`config.mk`:
```
export PLATFORM = sky130hd
export DESIGN_NAME = grouped_free_block_allocator
export DESIGN_NICKNAME = d
export VERILOG_FILES = /design/src/design/gfba_pkg.sv /design/src/design/gfba_ram.sv /design/src/design/gfba_out.sv /design/src/design/gfba_ctrl.sv /design/src/design/grouped_free_block_allocator.sv
export SDC_FILE = /design/constraint.sdc
export NUM_CORES = 1
export LEC_CHECK = 0
export ABC_AREA = 1
export BUFFER_PORTS_ARGS = -buffer_cell sky130_fd_sc_hd__buf_4
export CORE_UTILIZATION = 55
export CTS_BUF_LIST = sky130_fd_sc_hd__clkbuf_4
export DETAILED_ROUTE_END_ITERATION = 8
export PLACE_DENSITY = 0.8
export SETUP_SLACK_MARGIN = 0.15
export SYNTH_ARGS = -nofsm -noshare
export SYNTH_HDL_FRONTEND = slang
export SYNTH_SLANG_ARGS = --single-unit
```
`constraint.sdc`:
```
create_clock -name clk -period 4.3 [get_ports clk]
set_clock_uncertainty 0.1 [all_clocks]
set_input_delay 0.43 -clock clk [delete_from_list [all_inputs] [get_ports clk]]
set_output_delay 0.43 -clock clk [all_outputs]
set_load 0.05 [all_outputs]
```
`src/design/gfba_pkg.sv`:
```
`timescale 1ns / 1ps
// Package for the grouped free-block allocator: field widths, function and
// status codes, controller states and the result record. No dependencies.
package gfba_pkg;

	localparam int BLK_W = 16;
	localparam int CNT_W = 17;
	localparam logic [CNT_W-1:0] FREE_MAX = 17'd65536;

	typedef enum logic [1:0] {
		FN_ALLOC = 2'd0,
		FN_FREE  = 2'd1,
		FN_FILL  = 2'd2,
		FN_RSVD  = 2'd3
	} func_t;

	typedef enum logic [2:0] {
		ST_GRANTED    = 3'd0,
		ST_NO_SPACE   = 3'd1,
		ST_SPILL      = 3'd2,
		ST_FREED      = 3'd3,
		ST_FILL_TAKEN = 3'd4,
		ST_BUSY       = 3'd5
	} status_t;

	typedef enum logic [1:0] {
		S_IDLE,
		S_GRANT,
		S_SPILL
	} ctrl_state_t;

	typedef struct packed {
		status_t           status;
		logic [BLK_W-1:0]  block;
		logic [BLK_W-1:0]  word;
		logic              fill_needed;
		logic [CNT_W-1:0]  count;
		logic              last;
	} result_t;

endpackage

```
`src/design/gfba_ram.sv`:
```
`timescale 1ns / 1ps
// Generic single-write, single-read synchronous RAM with registered read data.
// Standalone; no package needed.
module gfba_ram #(
	parameter int WIDTH = 16,
	parameter int DEPTH = 16
) (
	input  logic                     clk,
	input  logic                     we,
	input  logic [$clog2(DEPTH)-1:0] waddr,
	input  logic [WIDTH-1:0]         wdata,
	input  logic                     re,
	input  logic [$clog2(DEPTH)-1:0] raddr,
	output logic [WIDTH-1:0]         rdata
);

	logic [WIDTH-1:0] mem [DEPTH];

	// write port
	always_ff @(posedge clk) begin
		if (we) begin
			mem[waddr] <= wdata;
		end
	end

	// registered read port
	always_ff @(posedge clk) begin
		if (re) begin
			rdata <= mem[raddr];
		end
	end

endmodule

```
`src/design/gfba_out.sv`:
```
`timescale 1ns / 1ps
// Output register for result transactions of the allocator.
// Depends on gfba_pkg for the result record.
module gfba_out
	import gfba_pkg::*;
(
	input  logic             clk,
	input  logic             arst_n,
	input  logic             load,
	input  result_t          res,
	output logic             can_load,
	output logic             out_valid,
	input  logic             out_ready,
	output logic [2:0]       status,
	output logic [BLK_W-1:0] block_out,
	output logic [BLK_W-1:0] spill_word,
	output logic             fill_needed,
	output logic [CNT_W-1:0] free_count,
	output logic             last
);

	logic    valid_q;
	result_t res_q;

	// slot is free when empty or being drained this cycle
	assign can_load = !valid_q || out_ready;

	// valid flag
	always_ff @(posedge clk or negedge arst_n) begin
		if (!arst_n) begin
			valid_q <= 1'b0;
		end else if (can_load) begin
			valid_q <= load;
		end
	end

	// result payload
	always_ff @(posedge clk) begin
		if (can_load && load) begin
			res_q <= res;
		end
	end

	assign out_valid   = valid_q;
	assign status      = res_q.status;
	assign block_out   = res_q.block;
	assign spill_word  = res_q.word;
	assign fill_needed = res_q.fill_needed;
	assign free_count  = res_q.count;
	assign last        = res_q.last;

endmodule

```
`src/design/gfba_ctrl.sv`:
```
`timescale 1ns / 1ps
// Controller of the allocator: top index, free count, refill tracker and the
// read-modify-write sequencing of the stack memory. Depends on gfba_pkg.
module gfba_ctrl
	import gfba_pkg::*;
#(
	parameter int GROUP_SIZE     = 16,
	parameter int BLOCK_NUM_BITS = 16
) (
	input  logic                          clk,
	input  logic                          arst_n,
	input  logic                          in_valid,
	output logic                          in_ready,
	input  logic [1:0]                    func,
	input  logic [BLK_W-1:0]              block_in,
	input  logic [BLK_W-1:0]              fill_word,
	input  logic                          can_load,
	output logic                          res_load,
	output result_t                       res,
	output logic                          mem_we,
	output logic [$clog2(GROUP_SIZE)-1:0] mem_waddr,
	output logic [BLK_W-1:0]              mem_wdata,
	output logic                          mem_re,
	output logic [$clog2(GROUP_SIZE)-1:0] mem_raddr,
	input  logic [BLK_W-1:0]              mem_rdata
);

	localparam int IDX_W = $clog2(GROUP_SIZE);
	localparam logic [IDX_W-1:0] LAST_IDX = IDX_W'(GROUP_SIZE - 1);
	localparam int MASK_BITS = (BLOCK_NUM_BITS > BLK_W) ? BLK_W : BLOCK_NUM_BITS;
	localparam logic [BLK_W-1:0] BLK_MASK = {BLK_W{1'b1}} >> (BLK_W - MASK_BITS);

	ctrl_state_t      state_q, state_d;
	logic [IDX_W-1:0] top_q;
	logic [CNT_W-1:0] free_total_q;
	logic [IDX_W-1:0] fill_pos_q;
	logic             filling_q;
	logic             e0_valid_q;
	logic [IDX_W-1:0] spill_idx_q;
	logic [BLK_W-1:0] spill_blk_q;
	logic [IDX_W-1:0] rd_addr_q;

	logic             accept;
	logic [BLK_W-1:0] blk_m;
	logic [BLK_W-1:0] word_m;
	logic [CNT_W-1:0] count_inc;
	logic [CNT_W-1:0] count_dec;
	logic [BLK_W-1:0] rd_word;
	logic             is_fill, is_alloc, is_free, is_spill, is_push;
	logic             no_space;
	logic             spill_last;
	logic             do_fill, do_push, do_spill_start, do_grant, spill_step;

	// input handshake and field conditioning
	assign in_ready = (state_q == S_IDLE) && can_load;
	assign accept   = in_valid && in_ready;
	assign blk_m    = block_in & BLK_MASK;
	assign word_m   = fill_word & BLK_MASK;

	// saturating count neighbors
	assign count_inc = (free_total_q < FREE_MAX) ? free_total_q + 1'b1 : free_total_q;
	assign count_dec = (free_total_q != '0) ? free_total_q - 1'b1 : free_total_q;

	// entry 0 reads as zero until first written
	assign rd_word = (rd_addr_q == '0 && !e0_valid_q) ? '0 : mem_rdata;

	// operation classes
	assign is_fill  = (func_t'(func) == FN_FILL) && filling_q;
	assign is_alloc = (func_t'(func) == FN_ALLOC) && !filling_q;
	assign is_free  = (func_t'(func) == FN_FREE) && !filling_q;
	assign is_spill = is_free && (top_q == LAST_IDX);
	assign is_push  = is_free && (top_q != LAST_IDX);

	assign no_space   = (top_q == '0) && (rd_word == '0);
	assign spill_last = (spill_idx_q == LAST_IDX);

	// next state
	always_comb begin
		state_d = state_q;
		case (state_q)
			S_IDLE: begin
				if (accept && is_alloc) begin
					state_d = S_GRANT;
				end else if (accept && is_spill) begin
					state_d = S_SPILL;
				end
			end
			S_GRANT: begin
				if (can_load) begin
					state_d = S_IDLE;
				end
			end
			S_SPILL: begin
				if (can_load && spill_last) begin
					state_d = S_IDLE;
				end
			end
			default: state_d = S_IDLE;
		endcase
	end

	// memory, result and update controls
	always_comb begin
		res_load        = 1'b0;
		res             = '0;
		res.status      = ST_BUSY;
		res.count       = free_total_q;
		res.last        = 1'b1;
		mem_we          = 1'b0;
		mem_waddr       = '0;
		mem_wdata       = '0;
		mem_re          = 1'b0;
		mem_raddr       = '0;
		do_fill         = 1'b0;
		do_push         = 1'b0;
		do_spill_start  = 1'b0;
		do_grant        = 1'b0;
		spill_step      = 1'b0;
		case (state_q)
			S_IDLE: begin
				if (accept) begin
					if (is_fill) begin
						do_fill    = 1'b1;
						mem_we     = 1'b1;
						mem_waddr  = fill_pos_q;
						mem_wdata  = word_m;
						res_load   = 1'b1;
						res.status = ST_FILL_TAKEN;
					end else if (is_alloc) begin
						mem_re    = 1'b1;
						mem_raddr = top_q;
					end else if (is_push) begin
						do_push    = 1'b1;
						mem_we     = 1'b1;
						mem_waddr  = top_q + 1'b1;
						mem_wdata  = blk_m;
						res_load   = 1'b1;
						res.status = ST_FREED;
						res.block  = blk_m;
						res.count  = count_inc;
					end else if (is_spill) begin
						do_spill_start = 1'b1;
						mem_re         = 1'b1;
						mem_raddr      = '0;
					end else begin
						res_load = 1'b1;
					end
				end
			end
			S_GRANT: begin
				if (can_load) begin
					res_load = 1'b1;
					if (no_space) begin
						res.status = ST_NO_SPACE;
					end else begin
						do_grant        = 1'b1;
						res.status      = ST_GRANTED;
						res.block       = rd_word;
						res.fill_needed = (top_q == '0);
						res.count       = count_dec;
					end
				end
			end
			S_SPILL: begin
				if (can_load) begin
					spill_step = 1'b1;
					res_load   = 1'b1;
					res.status = ST_SPILL;
					res.block  = spill_blk_q;
					res.word   = rd_word;
					res.last   = spill_last;
					if (spill_last) begin
						// stack restarts with the freed block alone
						mem_we    = 1'b1;
						mem_waddr = '0;
						mem_wdata = spill_blk_q;
					end else begin
						mem_re    = 1'b1;
						mem_raddr = spill_idx_q + 1'b1;
					end
				end
			end
			default: begin
			end
		endcase
	end

	// control state
	always_ff @(posedge clk or negedge arst_n) begin
		if (!arst_n) begin
			state_q      <= S_IDLE;
			top_q        <= '0;
			free_total_q <= '0;
			fill_pos_q   <= '0;
			filling_q    <= 1'b0;
			e0_valid_q   <= 1'b0;
			spill_idx_q  <= '0;
		end else begin
			state_q <= state_d;
			if (do_fill) begin
				if (fill_pos_q == '0) begin
					e0_valid_q <= 1'b1;
				end
				if (fill_pos_q == LAST_IDX) begin
					fill_pos_q <= '0;
					filling_q  <= 1'b0;
				end else begin
					fill_pos_q <= fill_pos_q + 1'b1;
				end
			end
			if (do_push) begin
				top_q        <= top_q + 1'b1;
				free_total_q <= count_inc;
			end
			if (do_spill_start) begin
				free_total_q <= count_inc;
				spill_idx_q  <= '0;
			end
			if (do_grant) begin
				free_total_q <= count_dec;
				if (top_q == '0) begin
					top_q      <= LAST_IDX;
					filling_q  <= 1'b1;
					fill_pos_q <= '0;
				end else begin
					top_q <= top_q - 1'b1;
				end
			end
			if (spill_step) begin
				spill_idx_q <= spill_idx_q + 1'b1;
				if (spill_last) begin
					top_q      <= '0;
					e0_valid_q <= 1'b1;
				end
			end
		end
	end

	// read address tracking and spill target
	always_ff @(posedge clk) begin
		if (mem_re) begin
			rd_addr_q <= mem_raddr;
		end
		if (do_spill_start) begin
			spill_blk_q <= blk_m;
		end
	end

endmodule

```
`src/design/grouped_free_block_allocator.sv`:
```
`timescale 1ns / 1ps
// Top level of the grouped free-block allocator: stack memory, controller and
// result register. Depends on gfba_pkg, gfba_ram, gfba_ctrl and gfba_out.
//
//  channel | handshake            | fields
//  --------+----------------------+---------------------------------------------
//  in      | in_valid / in_ready  | func, block_in, fill_word
//  out     | out_valid / out_ready| status, block_out, spill_word, fill_needed,
//          |                      | free_count, last
//
// Free, refill and rejected transactions load their result when accepted; an
// allocation loads it from the registered stack memory read. A free into a full
// stack reads the stack memory out, one result per cycle while out_ready allows.
// Reset clears all control state; there is no clearing pass, entry 0 reads as
// zero until first written. Input is taken only when the controller is idle and
// the result register is free or draining; out_ready low stalls everything.
module grouped_free_block_allocator
	import gfba_pkg::*;
#(
	parameter int GROUP_SIZE     = 16,
	parameter int BLOCK_NUM_BITS = 16
) (
	input  logic             clk,
	input  logic             arst_n,
	input  logic             in_valid,
	output logic             in_ready,
	input  logic [1:0]       func,
	input  logic [BLK_W-1:0] block_in,
	input  logic [BLK_W-1:0] fill_word,
	output logic             out_valid,
	input  logic             out_ready,
	output logic [2:0]       status,
	output logic [BLK_W-1:0] block_out,
	output logic [BLK_W-1:0] spill_word,
	output logic             fill_needed,
	output logic [CNT_W-1:0] free_count,
	output logic             last
);

	localparam int IDX_W = $clog2(GROUP_SIZE);

	logic             can_load;
	logic             res_load;
	result_t          res;
	logic             mem_we;
	logic [IDX_W-1:0] mem_waddr;
	logic [BLK_W-1:0] mem_wdata;
	logic             mem_re;
	logic [IDX_W-1:0] mem_raddr;
	logic [BLK_W-1:0] mem_rdata;

	// free block stack
	gfba_ram #(
		.WIDTH (BLK_W),
		.DEPTH (GROUP_SIZE)
	) u_stack (
		.clk   (clk),
		.we    (mem_we),
		.waddr (mem_waddr),
		.wdata (mem_wdata),
		.re    (mem_re),
		.raddr (mem_raddr),
		.rdata (mem_rdata)
	);

	// sequencing and bookkeeping
	gfba_ctrl #(
		.GROUP_SIZE     (GROUP_SIZE),
		.BLOCK_NUM_BITS (BLOCK_NUM_BITS)
	) u_ctrl (
		.clk       (clk),
		.arst_n    (arst_n),
		.in_valid  (in_valid),
		.in_ready  (in_ready),
		.func      (func),
		.block_in  (block_in),
		.fill_word (fill_word),
		.can_load  (can_load),
		.res_load  (res_load),
		.res       (res),
		.mem_we    (mem_we),
		.mem_waddr (mem_waddr),
		.mem_wdata (mem_wdata),
		.mem_re    (mem_re),
		.mem_raddr (mem_raddr),
		.mem_rdata (mem_rdata)
	);

	// result register
	gfba_out u_out (
		.clk         (clk),
		.arst_n      (arst_n),
		.load        (res_load),
		.res         (res),
		.can_load    (can_load),
		.out_valid   (out_valid),
		.out_ready   (out_ready),
		.status      (status),
		.block_out   (block_out),
		.spill_word  (spill_word),
		.fill_needed (fill_needed),
		.free_count  (free_count),
		.last        (last)
	);

endmodule
```
==> flow_metrics.py, run 1 <==
metrics = {
    "outcome": {
        "outcome": "complete, no violations",
    },
    "job": {
        "cap_viol_max_count": 0,
    },
    "synthesis": {
        "async_reset_ff_share_pct": 8.95,
        "synth_top_area_share_pct": 57.3,
        "synth_ff_type": "edfxtp_1",
        "netlist_instances": 1830,
        "synth_nets": 1880,
        "synth.area.top_cells": "edfxtp_1 (57%), nand2_1 (9.0%), nand3_1 (7.3%), nand3b_1 (5.5%), inv_1 (4.7%)",
        "yosysMostFrequentCell": "nand2_1",
        "ys_ff_latch": 380,
        "avgSynthCellArea_um2": 9.91,
        "ys_warn_count": 0,
        "ys_types": 35,
        "synth_seq_area_share_pct": 62.0,
        "synth_edf_count": 346,
        "synth_area_um2": 18100,
        "synth_top_cell_by_area": "edfxtp_1",
        "synthTopCellsByCount": "nand2_1 (434), edfxtp_1 (346), nand3_1 (265), inv_1 (229), nand3b_1 (133)",
    },
    "clock_tree": {
        "cts_made_buffers": 94,
        "max-clock-path-buffers": 3,
        "ctsResizeCount": 0,
        "htree_levels": 3,
        "clk_latency_ns": 0.78,
        "cts_tree": "yes",
        "clk_pin_slew_ns": 0.07,
        "root_buffer": "clkbuf_4",
        "post_cts_buffers": 0,
        "clock-sinks": 380,
    },
    "grt": {
        "antenna_found_initial": 1,
        "overflow": 0,
        "grt_pass1_vias": 13700,
        "grt_max_degree": 93,
        "grt_pass1_wl_um": 72200,
        "grt_usage_pct": 27.8,
    },
    "pwr": {
        "vdd_drop_max_uv": 464,
        "powerDensity_nw_per_um2": 640,
        "p_leak_nw": 8.82,
    },
    "timing": {
        "setup_viol": 0,
        "fmax_mhz": 292,
        "setup-tns-final_ns": 0,
        "slew_violations": 0,
        "hold_violations": 0,
        "slew_headroom_pct": 18.5,
        "holdWs_ns": 0.107,
        "rsz0062_at_grt": "no",
        "worst_slew_pin_slew_ns": 1.22,
        "period_needed_ns": 3.43,
        "period_share_pct": 79.7,
    },
    "routing": {
        "drc_errors": 0,
        "wire_per_inst_um": 18.3,
        "first_pass_iters": 7,
        "wl_um": 46100,
        "final_antenna_net_count": 0,
        "routed-via-count": 14100,
        "vias_per_cell": 5.60,
        "drtIter0Drc": 1670,
    },
    "setup_path": {
        "reg2reg_from": "u_ctrl.state_q[0]$_DFFE_PN0P_",
        "startpoint": "u_ctrl.state_q[0]$_DFFE_PN0P_",
        "critical_path_class": "flop to flop",
        "worstPathRequired_ns": 4.67,
        "rrSetupSlack_ns": 0.87,
        "cp.arrival_ns": 3.80,
        "cp_max_fo": 33,
        "crit_path_end_kind": "flop",
        "start_kind": "flop",
        "r2r-end": "u_stack.mem[14][12]$_DFFE_PP_",
        "reg2regPathDepth": 12,
        "cp-endpoint": "u_stack.mem[14][12]$_DFFE_PP_",
    },
    "place": {
        "port_buffers": 93,
        "placed_area_um2": 19500,
        "place_congestion": 0.922,
        "place.detailed.hpwl_um": 28800,
        "dp.cells": 2332,
    },
    "final_layout": {
        "instances_no_fill": 2515,
        "area_growth_pct": 15.0,
        "final_nets": 2054,
        "drive_gt1_share_pct": 15.9,
        "stdcell_area_um2": 20900,
    },
    "hold_path": {
        "hp-class": "input pin to asynchronous set/reset pin",
    },
    "floorplanning": {
        "core_um2": 32500,
        "ioPinCount": 94,
        "dieArea_um2": 33700,
        "rows": 66,
        "initial_core_util_pct": 55.9,
        "die_y_um": 184,
        "die_x_um": 184,
    },
}
## power breakdown
part	leakage [nW]	switching [mW]	internal [mW]
logic	4.41	3.60	1.50
clock network	0.702	1.46	1.53
registers	3.70	0.417	4.82
## kinds of logic (layout without fill, tap and decap cells)
family                     after synthesis  after routing  share of synthesized area (%)
and+or+nand+nor                        978            978                           25.3
DFF                                    380            380                           62.0
buffers and inverters                  333            575                           7.46
AOI/OAI and AO/OA                       99             99                           3.14
xor gates and xnor gates                28             28                           1.35
adders and majority gates               12             12                          0.828
other                                    0              1                              0
## sequential cells by signal, indices dropped and copies added (netlist names)
name / count
u_ctrl.free_total_q: 17
u_ctrl.rd_addr_q: 4
u_ctrl.e0_valid_q: 1
u_out.spill_word: 16
u_out.free_count: 17
u_stack.rdata: 16
u_ctrl.spill_blk_q: 16
u_out.status: 3
u_ctrl.fill_pos_q: 4
u_out.out_valid: 1
u_ctrl.state_q: 2
u_out.last: 1
u_stack.mem: 256
u_out.fill_needed: 1
u_out.block_out: 16
u_ctrl.spill_idx_q: 4
u_ctrl.filling_q: 1
u_ctrl.top_q: 4
## metrics by stage
step,setup WS [ns],util (%),total power [mW]
final,0.871,64.3,13.3
after detailed placement,0.890,60.0,10.3
after global routing,0.699,64.3,14.1
after CTS,0.891,64.2,13.3
after global placement,1.08,60.0,10.2
after floorplan,0.294,-,8.86
## worst min path at each step
stage	startpoint	endpoint	slack (ns)	depth (start not counted)
4_1_cts	func[0]	u_ctrl.e0_valid_q$_DFF_PN0_	0.04	4
5_1_grt	fill_word[14]	u_stack.mem[13][14]$_DFFE_PP_	0.08	4
2_1_floorplan	arst_n	u_ctrl.e0_valid_q$_DFF_PN0_	0.03	0
3_5_place_dp	arst_n	u_ctrl.free_total_q[12]$_DFFE_PN0P_	0.32	1
3_3_place_gp	arst_n	u_ctrl.free_total_q[12]$_DFFE_PN0P_	0.32	1
6_report	arst_n	u_ctrl.fill_pos_q[3]$_DFF_PN0_	0.11	2
## critical path, stage by stage, from the launching register on
cell,delay [ns]
dfrtp_1,0.42
inv_1,0.09
ha_1,0.27
inv_2,0.09
nor2_1,0.16
nand2_1,0.14
nor2_2,0.14
buf_4,0.38
nand2_1,0.08
o21ai_0,0.18
nand2_1,0.20
nor2_1,0.62
buf_4,0.30
## layer usage
layer,part of all wire [%],global-route usage [%],vias to the layer above
li1,-,-,6538
met1,40,36.8,6669
met2,47,43.6,770
met3,10,6.72,105
met4,2.8,12.4,0
met5,0,0,-
## final cells by class
cell class,count,area [um2]
fill,2501,11600
sequential,380,11200
multi-input combinational,1117,5600
timing repair buffer,176,1380
clock buffer,138,1040
inverter,235,882
tap,442,553
clock inverter,26,155
antenna,1,2.50
## timing repair
action	in CTS	in global routing
hold buffers	18	0
endpoints found under the setup margin	0	0
endpoints found under the hold margin	63	0
## cell usage in the layout (no fill, tap or decap), types with 2 or more instances in the layout
cell type	netlist	layout
nor2_1	116	115
xor2_1	24	24
o21ai_0	47	47
dfrtp_1	34	34
inv_6	0	2
nor3_1	14	13
nand3b_1	133	133
dlygate4sd3_1	0	18
nor2_4	1	2
a21oi_1	13	13
nand4_1	4	4
clkinv_1	0	18
nand2_2	2	2
nand3_2	2	2
clkbuf_4	0	138
o21ai_1	9	8
nand3_1	265	263
xnor2_1	4	4
clkinvlp_4	0	2
edfxtp_1	346	346
nand3_4	0	2
ha_1	12	12
nand2_1	434	433
o22ai_1	5	5
o211ai_1	20	20
inv_2	6	7
inv_1	229	229
or2_2	4	4
buf_4	10	157
Power figures use the tool's default switching activity.
==> run 2, diff against run 1 <==
- PLACE_DENSITY: 0.8 -> 0.77
- clock period: 4.3 -> 3.4 ns (I/O delays scaled with it)
==> run 2 against run 1 <==
  * First-iteration DRC count decreased by 5.7%
  * Global-route usage grew 0.74 points
  * Largest power group unchanged
  * Wire length increased by 2.5%
  * Highest routed layer unchanged
  * Core utilization is 0.66 points higher
  * Setup slack got worse by 0.57 ns
  * Cell area increased by 1.0%
  * Sequential share of layout area shrank 0.54 points
  * Flip-flop and latch count stayed put
  * Critical path depth fell by 1
  * Clock-buffer cell count is 6 higher
  * Largest cell class unchanged
==> flow_metrics.py, run 2 (synthesis results as in run 1) <==
metrics = {
    "outcome": {
        "outcome": "complete, no violations",
    },
    "setup_path": {
        "critPathBufInv": 4,
        "crit_chain": "inv_1, ha_1, inv_2, nor2_2, nand2_1, nor2_2, inv_1, o22ai_1, nand2_1, nor2_2, buf_4",
        "worstPathRequired_ns": 3.78,
        "critical_path_class": "flop to flop",
        "cpMostUsedCell": "nor2_2",
        "max_stage_delay_ns": 0.47,
        "cp.arrival_ns": 3.48,
        "reg2regPathDepth": 11,
        "start_kind": "flop",
        "rrSetupSlack_ns": 0.30,
        "cp_top_family": "simple AND/OR/NAND/NOR gates",
        "cp_max_fo": 9,
        "reg2reg_from": "u_ctrl.state_q[0]$_DFFE_PN0P_",
        "r2r-end": "u_stack.mem[2][3]$_DFFE_PP_",
        "crit_path_end_kind": "flop",
        "crit_slowest_cell": "nor2_2",
    },
    "timing": {
        "fmax_mhz": 322,
        "setup_viol": 0,
        "period_share_pct": 91.2,
        "fin_ws_ns": 0.298,
        "rsz0062_at_grt": "yes",
        "period_needed_ns": 3.10,
        "hold_violations": 0,
        "slew_headroom_pct": 15.4,
        "setup-tns-final_ns": 0,
        "worst_slew_pin_slew_ns": 1.26,
        "slew_violations": 0,
    },
    "final_layout": {
        "area_growth_pct": 16.1,
        "layout_common_cells": "nand2_1 (433), edfxtp_1 (346), nand3_1 (263)",
        "drive_gt1_share_pct": 16.8,
        "final_common_cell": "nand2_1",
        "stdcell_area_um2": 21100,
        "ff_latch_area_um2": 11200,
        "postLayoutCoreUtil_pct": 64.9,
        "top_register": "u_stack.mem",
        "largest_reg_flops": 256,
        "final_nets": 2065,
        "multi_input_area_um2": 5650,
        "fill_cells": 2482,
    },
    "floorplanning": {
        "rows": 66,
        "ioPinCount": 94,
        "initial_core_util_pct": 55.9,
        "die_x_um": 184,
        "die_y_um": 184,
        "core_um2": 32500,
        "dieArea_um2": 33700,
    },
    "grt": {
        "grt_usage_pct": 28.6,
        "grt_pass1_vias": 13600,
        "grt_pass1_wl_um": 72900,
        "antenna_found_initial": 1,
        "overflow": 0,
        "grt_max_degree": 129,
    },
    "place": {
        "pre_cts_ws_ns": 0.265,
        "place_congestion": 0.892,
        "place.detailed.hpwl_um": 28600,
        "placed_area_um2": 19600,
        "port_buffers": 93,
    },
    "clock_tree": {
        "cts_tree": "yes",
        "max-clock-path-buffers": 3,
        "htree_levels": 3,
        "cts_made_buffers": 96,
        "root_buffer": "clkbuf_4",
        "clk_latency_ns": 0.80,
        "clock-sinks": 380,
        "clk_pin_slew_ns": 0.07,
    },
    "pwr": {
        "p_leak_nw": 8.88,
        "vdd_drop_max_uv": 627,
        "powerDensity_nw_per_um2": 804,
    },
    "routing": {
        "routed-via-count": 13900,
        "wire_per_inst_um": 18.7,
        "vias_per_cell": 5.51,
        "wl_um": 47200,
        "first_pass_iters": 6,
        "drtIter0Drc": 1574,
        "final_antenna_net_count": 0,
        "drc_errors": 0,
    },
    "hold_path": {
        "hold_depth": 4,
        "hold_path_end": "u_stack.mem[1][5]$_DFFE_PP_",
        "min_from": "fill_word[5]",
        "hp-class": "input pin to flop",
    },
    "job": {
        "cap_viol_max_count": 0,
    },
}
==> run 2: changes by cell type in the layout (fill, tap and decap cells not counted), sizes merged <==
cell / change
bufinv: -1
clkinvlp: -1
dlygate4sd3: +9
clkinv: -11
clkbuf: +6
diode: +2
==> run 2: layout make-up <==
class | instances | share of cell area, %
clock buffer | 144 | 5.13
sequential | 380 | 53.4
clock inverter | 13 | 0.327
timing repair buffer | 185 | 7.51
inverter | 235 | 4.19
multi-input combinational | 1117 | 26.8
antenna | 3 | 0.0356
tap | 442 | 2.63
==> run 2: worst reg2reg max path: stages, from the launching register on <==
cell and delay, ns:
dfrtp_1 0.41, inv_1 0.11, ha_1 0.29, inv_2 0.10, nor2_2 0.13, nand2_1 0.11, nor2_2 0.29, inv_1 0.10
o22ai_1 0.25, nand2_1 0.15, nor2_2 0.47, buf_4 0.29
==> run 2: per-stage QoR <==
| stage | power (mW) | std cells | hold slack (ns) |
|---|---|---|---|
| after CTS | 16.9 | 2512 | 0.00392 |
| after detailed placement | 13.2 | 2329 | 0.245 |
| after global routing | 17.9 | 2517 | 0.0227 |
| after floorplan | 11.2 | 1830 | -0.0556 |
| final | 16.9 | 2519 | 0.0406 |
| after global placement | 13.1 | 2329 | 0.236 |
==> run 2: metal layers <==
metal / GRT usage [%] / share of wire, % / wire [um] / vias up
li1: - / - / - / 6551
met1: 37.5 / 41 / 19300 / 6501
met2: 44.5 / 46 / 21800 / 731
met3: 7.67 / 10 / 4760 / 95
met4: 12.9 / 2.8 / 1330 / 0
met5: 0 / 0 / 0 / -
==> run 2: how the worst max path moves through the flow <==
stage                                  startpoint                           end  cells past startpoint
finish              u_ctrl.state_q[0]$_DFFE_PN0P_   u_stack.mem[2][3]$_DFFE_PP_                     11
global route        u_ctrl.state_q[0]$_DFFE_PN0P_   u_stack.mem[2][4]$_DFFE_PP_                     11
CTS                 u_ctrl.state_q[0]$_DFFE_PN0P_   u_stack.mem[3][4]$_DFFE_PP_                     11
detailed placement  u_ctrl.state_q[0]$_DFFE_PN0P_   u_stack.mem[3][7]$_DFFE_PP_                     11
global placement    u_ctrl.state_q[0]$_DFFE_PN0P_   u_stack.mem[3][8]$_DFFE_PP_                     11
floorplan           u_ctrl.state_q[0]$_DFFE_PN0P_  u_stack.mem[12][0]$_DFFE_PP_                     10
==> run 2: report_power, final <==
group	switching (mW)	internal, mW	total (mW)
Combinational	4.60	1.98	6.59
Clock	1.77	1.91	3.69
Sequential	0.571	6.10	6.67
Total	6.95	10.0	16.9
==> run 2: timing repair <==
| item | in CTS | in global routing |
|---|---|---|
| hold endpoints to repair | 98 | 32 |
| buffers inserted | 0 | 2 |
| hold buffers | 26 | 2 |
| resized for setup | 0 | 2 |
| endpoints found under the setup margin | 0 | 83 |
==> run 3, diff against run 2 <==
- CTS_BUF_LIST: sky130_fd_sc_hd__clkbuf_4 -> default
==> run 3 against run 2 <==
  * Wire length down 0.44%
  * Clock-buffer cell count down 93
  * Fmax up 0.57%
==> flow_metrics.py, run 3 (synthesis results as in run 1) <==
metrics = {
    "outcome": {
        "outcome": "complete, no violations",
    },
    "final_layout": {
        "ff_latch_area_um2": 11200,
        "top_register": "u_stack.mem",
        "layout_common_cells": "nand2_1 (433), edfxtp_1 (346), nand3_1 (263)",
        "area_growth_pct": 15.8,
        "fill_cells": 2445,
        "final_common_cell": "nand2_1",
        "num_antenna_cells": 0,
        "final_nets": 1999,
        "multi_input_area_um2": 5660,
        "largest_reg_flops": 256,
        "stdcell_area_um2": 21000,
        "drive_gt1_share_pct": 12.5,
    },
    "floorplanning": {
        "dieArea_um2": 33700,
        "rows": 66,
        "die_y_um": 184,
        "core_um2": 32500,
        "ioPinCount": 94,
        "die_x_um": 184,
        "initial_core_util_pct": 55.9,
    },
    "timing": {
        "fmax_mhz": 324,
        "slew_violations": 0,
        "slew_headroom_pct": 37.1,
        "fin_ws_ns": 0.315,
        "hold_violations": 0,
        "rsz0062_at_grt": "no",
        "worst_slew_pin_slew_ns": 0.941,
        "period_share_pct": 90.7,
        "setup-tns-final_ns": 0,
        "period_needed_ns": 3.08,
        "setup_viol": 0,
    },
    "routing": {
        "final_antenna_net_count": 0,
        "drtIter0Drc": 1489,
        "wl_um": 47000,
        "routed-via-count": 13600,
        "first_pass_iters": 6,
        "wire_per_inst_um": 19.5,
        "vias_per_cell": 5.64,
        "drc_errors": 0,
    },
    "setup_path": {
        "startpoint": "u_ctrl.state_q[0]$_DFFE_PN0P_",
        "start_kind": "flop",
        "cp.arrival_ns": 3.24,
        "critical_path_class": "flop to flop",
        "rrSetupSlack_ns": 0.32,
        "reg2reg_from": "u_ctrl.state_q[0]$_DFFE_PN0P_",
        "crit_path_end_kind": "flop",
        "cp_max_fo": 10,
        "worstPathRequired_ns": 3.56,
    },
    "pwr": {
        "p_total_mw": 17.3,
        "powerDensity_nw_per_um2": 825,
        "p_leak_nw": 8.73,
        "vdd_drop_max_uv": 621,
    },
    "clock_tree": {
        "clk_pin_slew_ns": 0.06,
        "cts_tree": "yes",
        "cts_made_buffers": 40,
        "root_buffer": "clkbuf_16",
        "clock-sinks": 380,
        "clk_latency_ns": 0.57,
        "htree_levels": 2,
        "max-clock-path-buffers": 3,
    },
    "place": {
        "port_buffers": 93,
        "pre_cts_ws_ns": 0.265,
        "place_congestion": 0.892,
        "placed_area_um2": 19600,
        "place.detailed.hpwl_um": 28600,
    },
    "hold_path": {
        "hp-class": "input pin to flop",
        "min_from": "out_ready",
    },
    "grt": {
        "overflow": 0,
        "use_met1_pct": 37.6,
        "grt_pass1_vias": 13200,
        "grt_pass1_wl_um": 72500,
        "busiest_layer": "met2",
        "antenna_found_initial": 0,
        "grt_usage_pct": 28.4,
        "grt_max_degree": 129,
        "met2_usage_pct": 44.8,
        "met3_usage_pct": 7.25,
    },
    "job": {
        "cap_viol_max_count": 0,
    },
}
[run 3: cell types whose count changed in the layout (fill, tap and decap cells not counted), sizes merged]
cell,before,now
clkbuf,144,51
dlygate4sd3,27,17
clkinv,9,14
diode,3,0
inv,238,235
bufinv,0,1
clkinvlp,1,0
[run 3: worst max-delay path, stage by stage (launching register included)]
cell	delay, ns
dfrtp_1	0.40
inv_1	0.09
ha_1	0.28
inv_2	0.13
nor3_4	0.07
nand2_1	0.12
buf_4	0.16
o22ai_1	0.14
inv_1	0.11
nand2_1	0.21
nor3_4	0.60
buf_4	0.34
[run 3: routing by layer]
| metal | wire, um | share of wire [%] |
|---|---|---|
| met5 | 0 | 0 |
| met4 | 1510 | 3.2 |
| met3 | 4420 | 9.4 |
| met2 | 21700 | 46 |
| met1 | 19400 | 41 |
[run 3: area by class of cell]
cell class	count	share of cell area, %
clock buffers	51	5.11
repair buffers	175	7.05
well taps	442	2.63
multi-input cells	1117	26.9
flip-flops and latches	380	53.5
clock inverters	15	0.601
inverters	235	4.20
[run 3: what timing repair did]
action,4_1_cts,5_1_grt
endpoints found under the hold margin,50,0
hold buffers,17,0
setup endpoints to repair,0,79
gates resized for setup,0,3
buffers inserted,0,3
[run 3: metrics by stage]
| step | cells | util, % | hold WS, ns |
|---|---|---|---|
| 2_1_floorplan | 1830 | - | -0.0556 |
| 3_3_place_gp | 2329 | 60.3 | 0.236 |
| 3_5_place_dp | 2329 | 60.3 | 0.245 |
| 4_1_cts | 2412 | 64.5 | 0.0195 |
| 5_1_grt | 2415 | 64.7 | 0.0599 |
| 6_report | 2415 | 64.7 | 0.0352 |
[run 3: path summary, 6_finish.rpt]
path,end,cells past startpoint
setup / recovery,u_stack.mem[0][5]$_DFFE_PP_,11
min in group asynchronous,u_ctrl.free_total_q[13]$_DFFE_PN0P_,2
hold / removal,u_out.out_valid$_DFFE_PN0N_,4
hold reg to reg,u_ctrl.spill_idx_q[1]$_DFFE_PN0P_,2
max in group asynchronous,u_out.out_valid$_DFFE_PN0N_,2
setup reg to reg,u_stack.mem[0][5]$_DFFE_PP_,11
[run 3: where the power goes]
part           switching (mW)  internal [mW]
sequential              0.566           6.10
clock                    1.77           2.30
combinational            4.61           1.98
total                    6.95           10.4
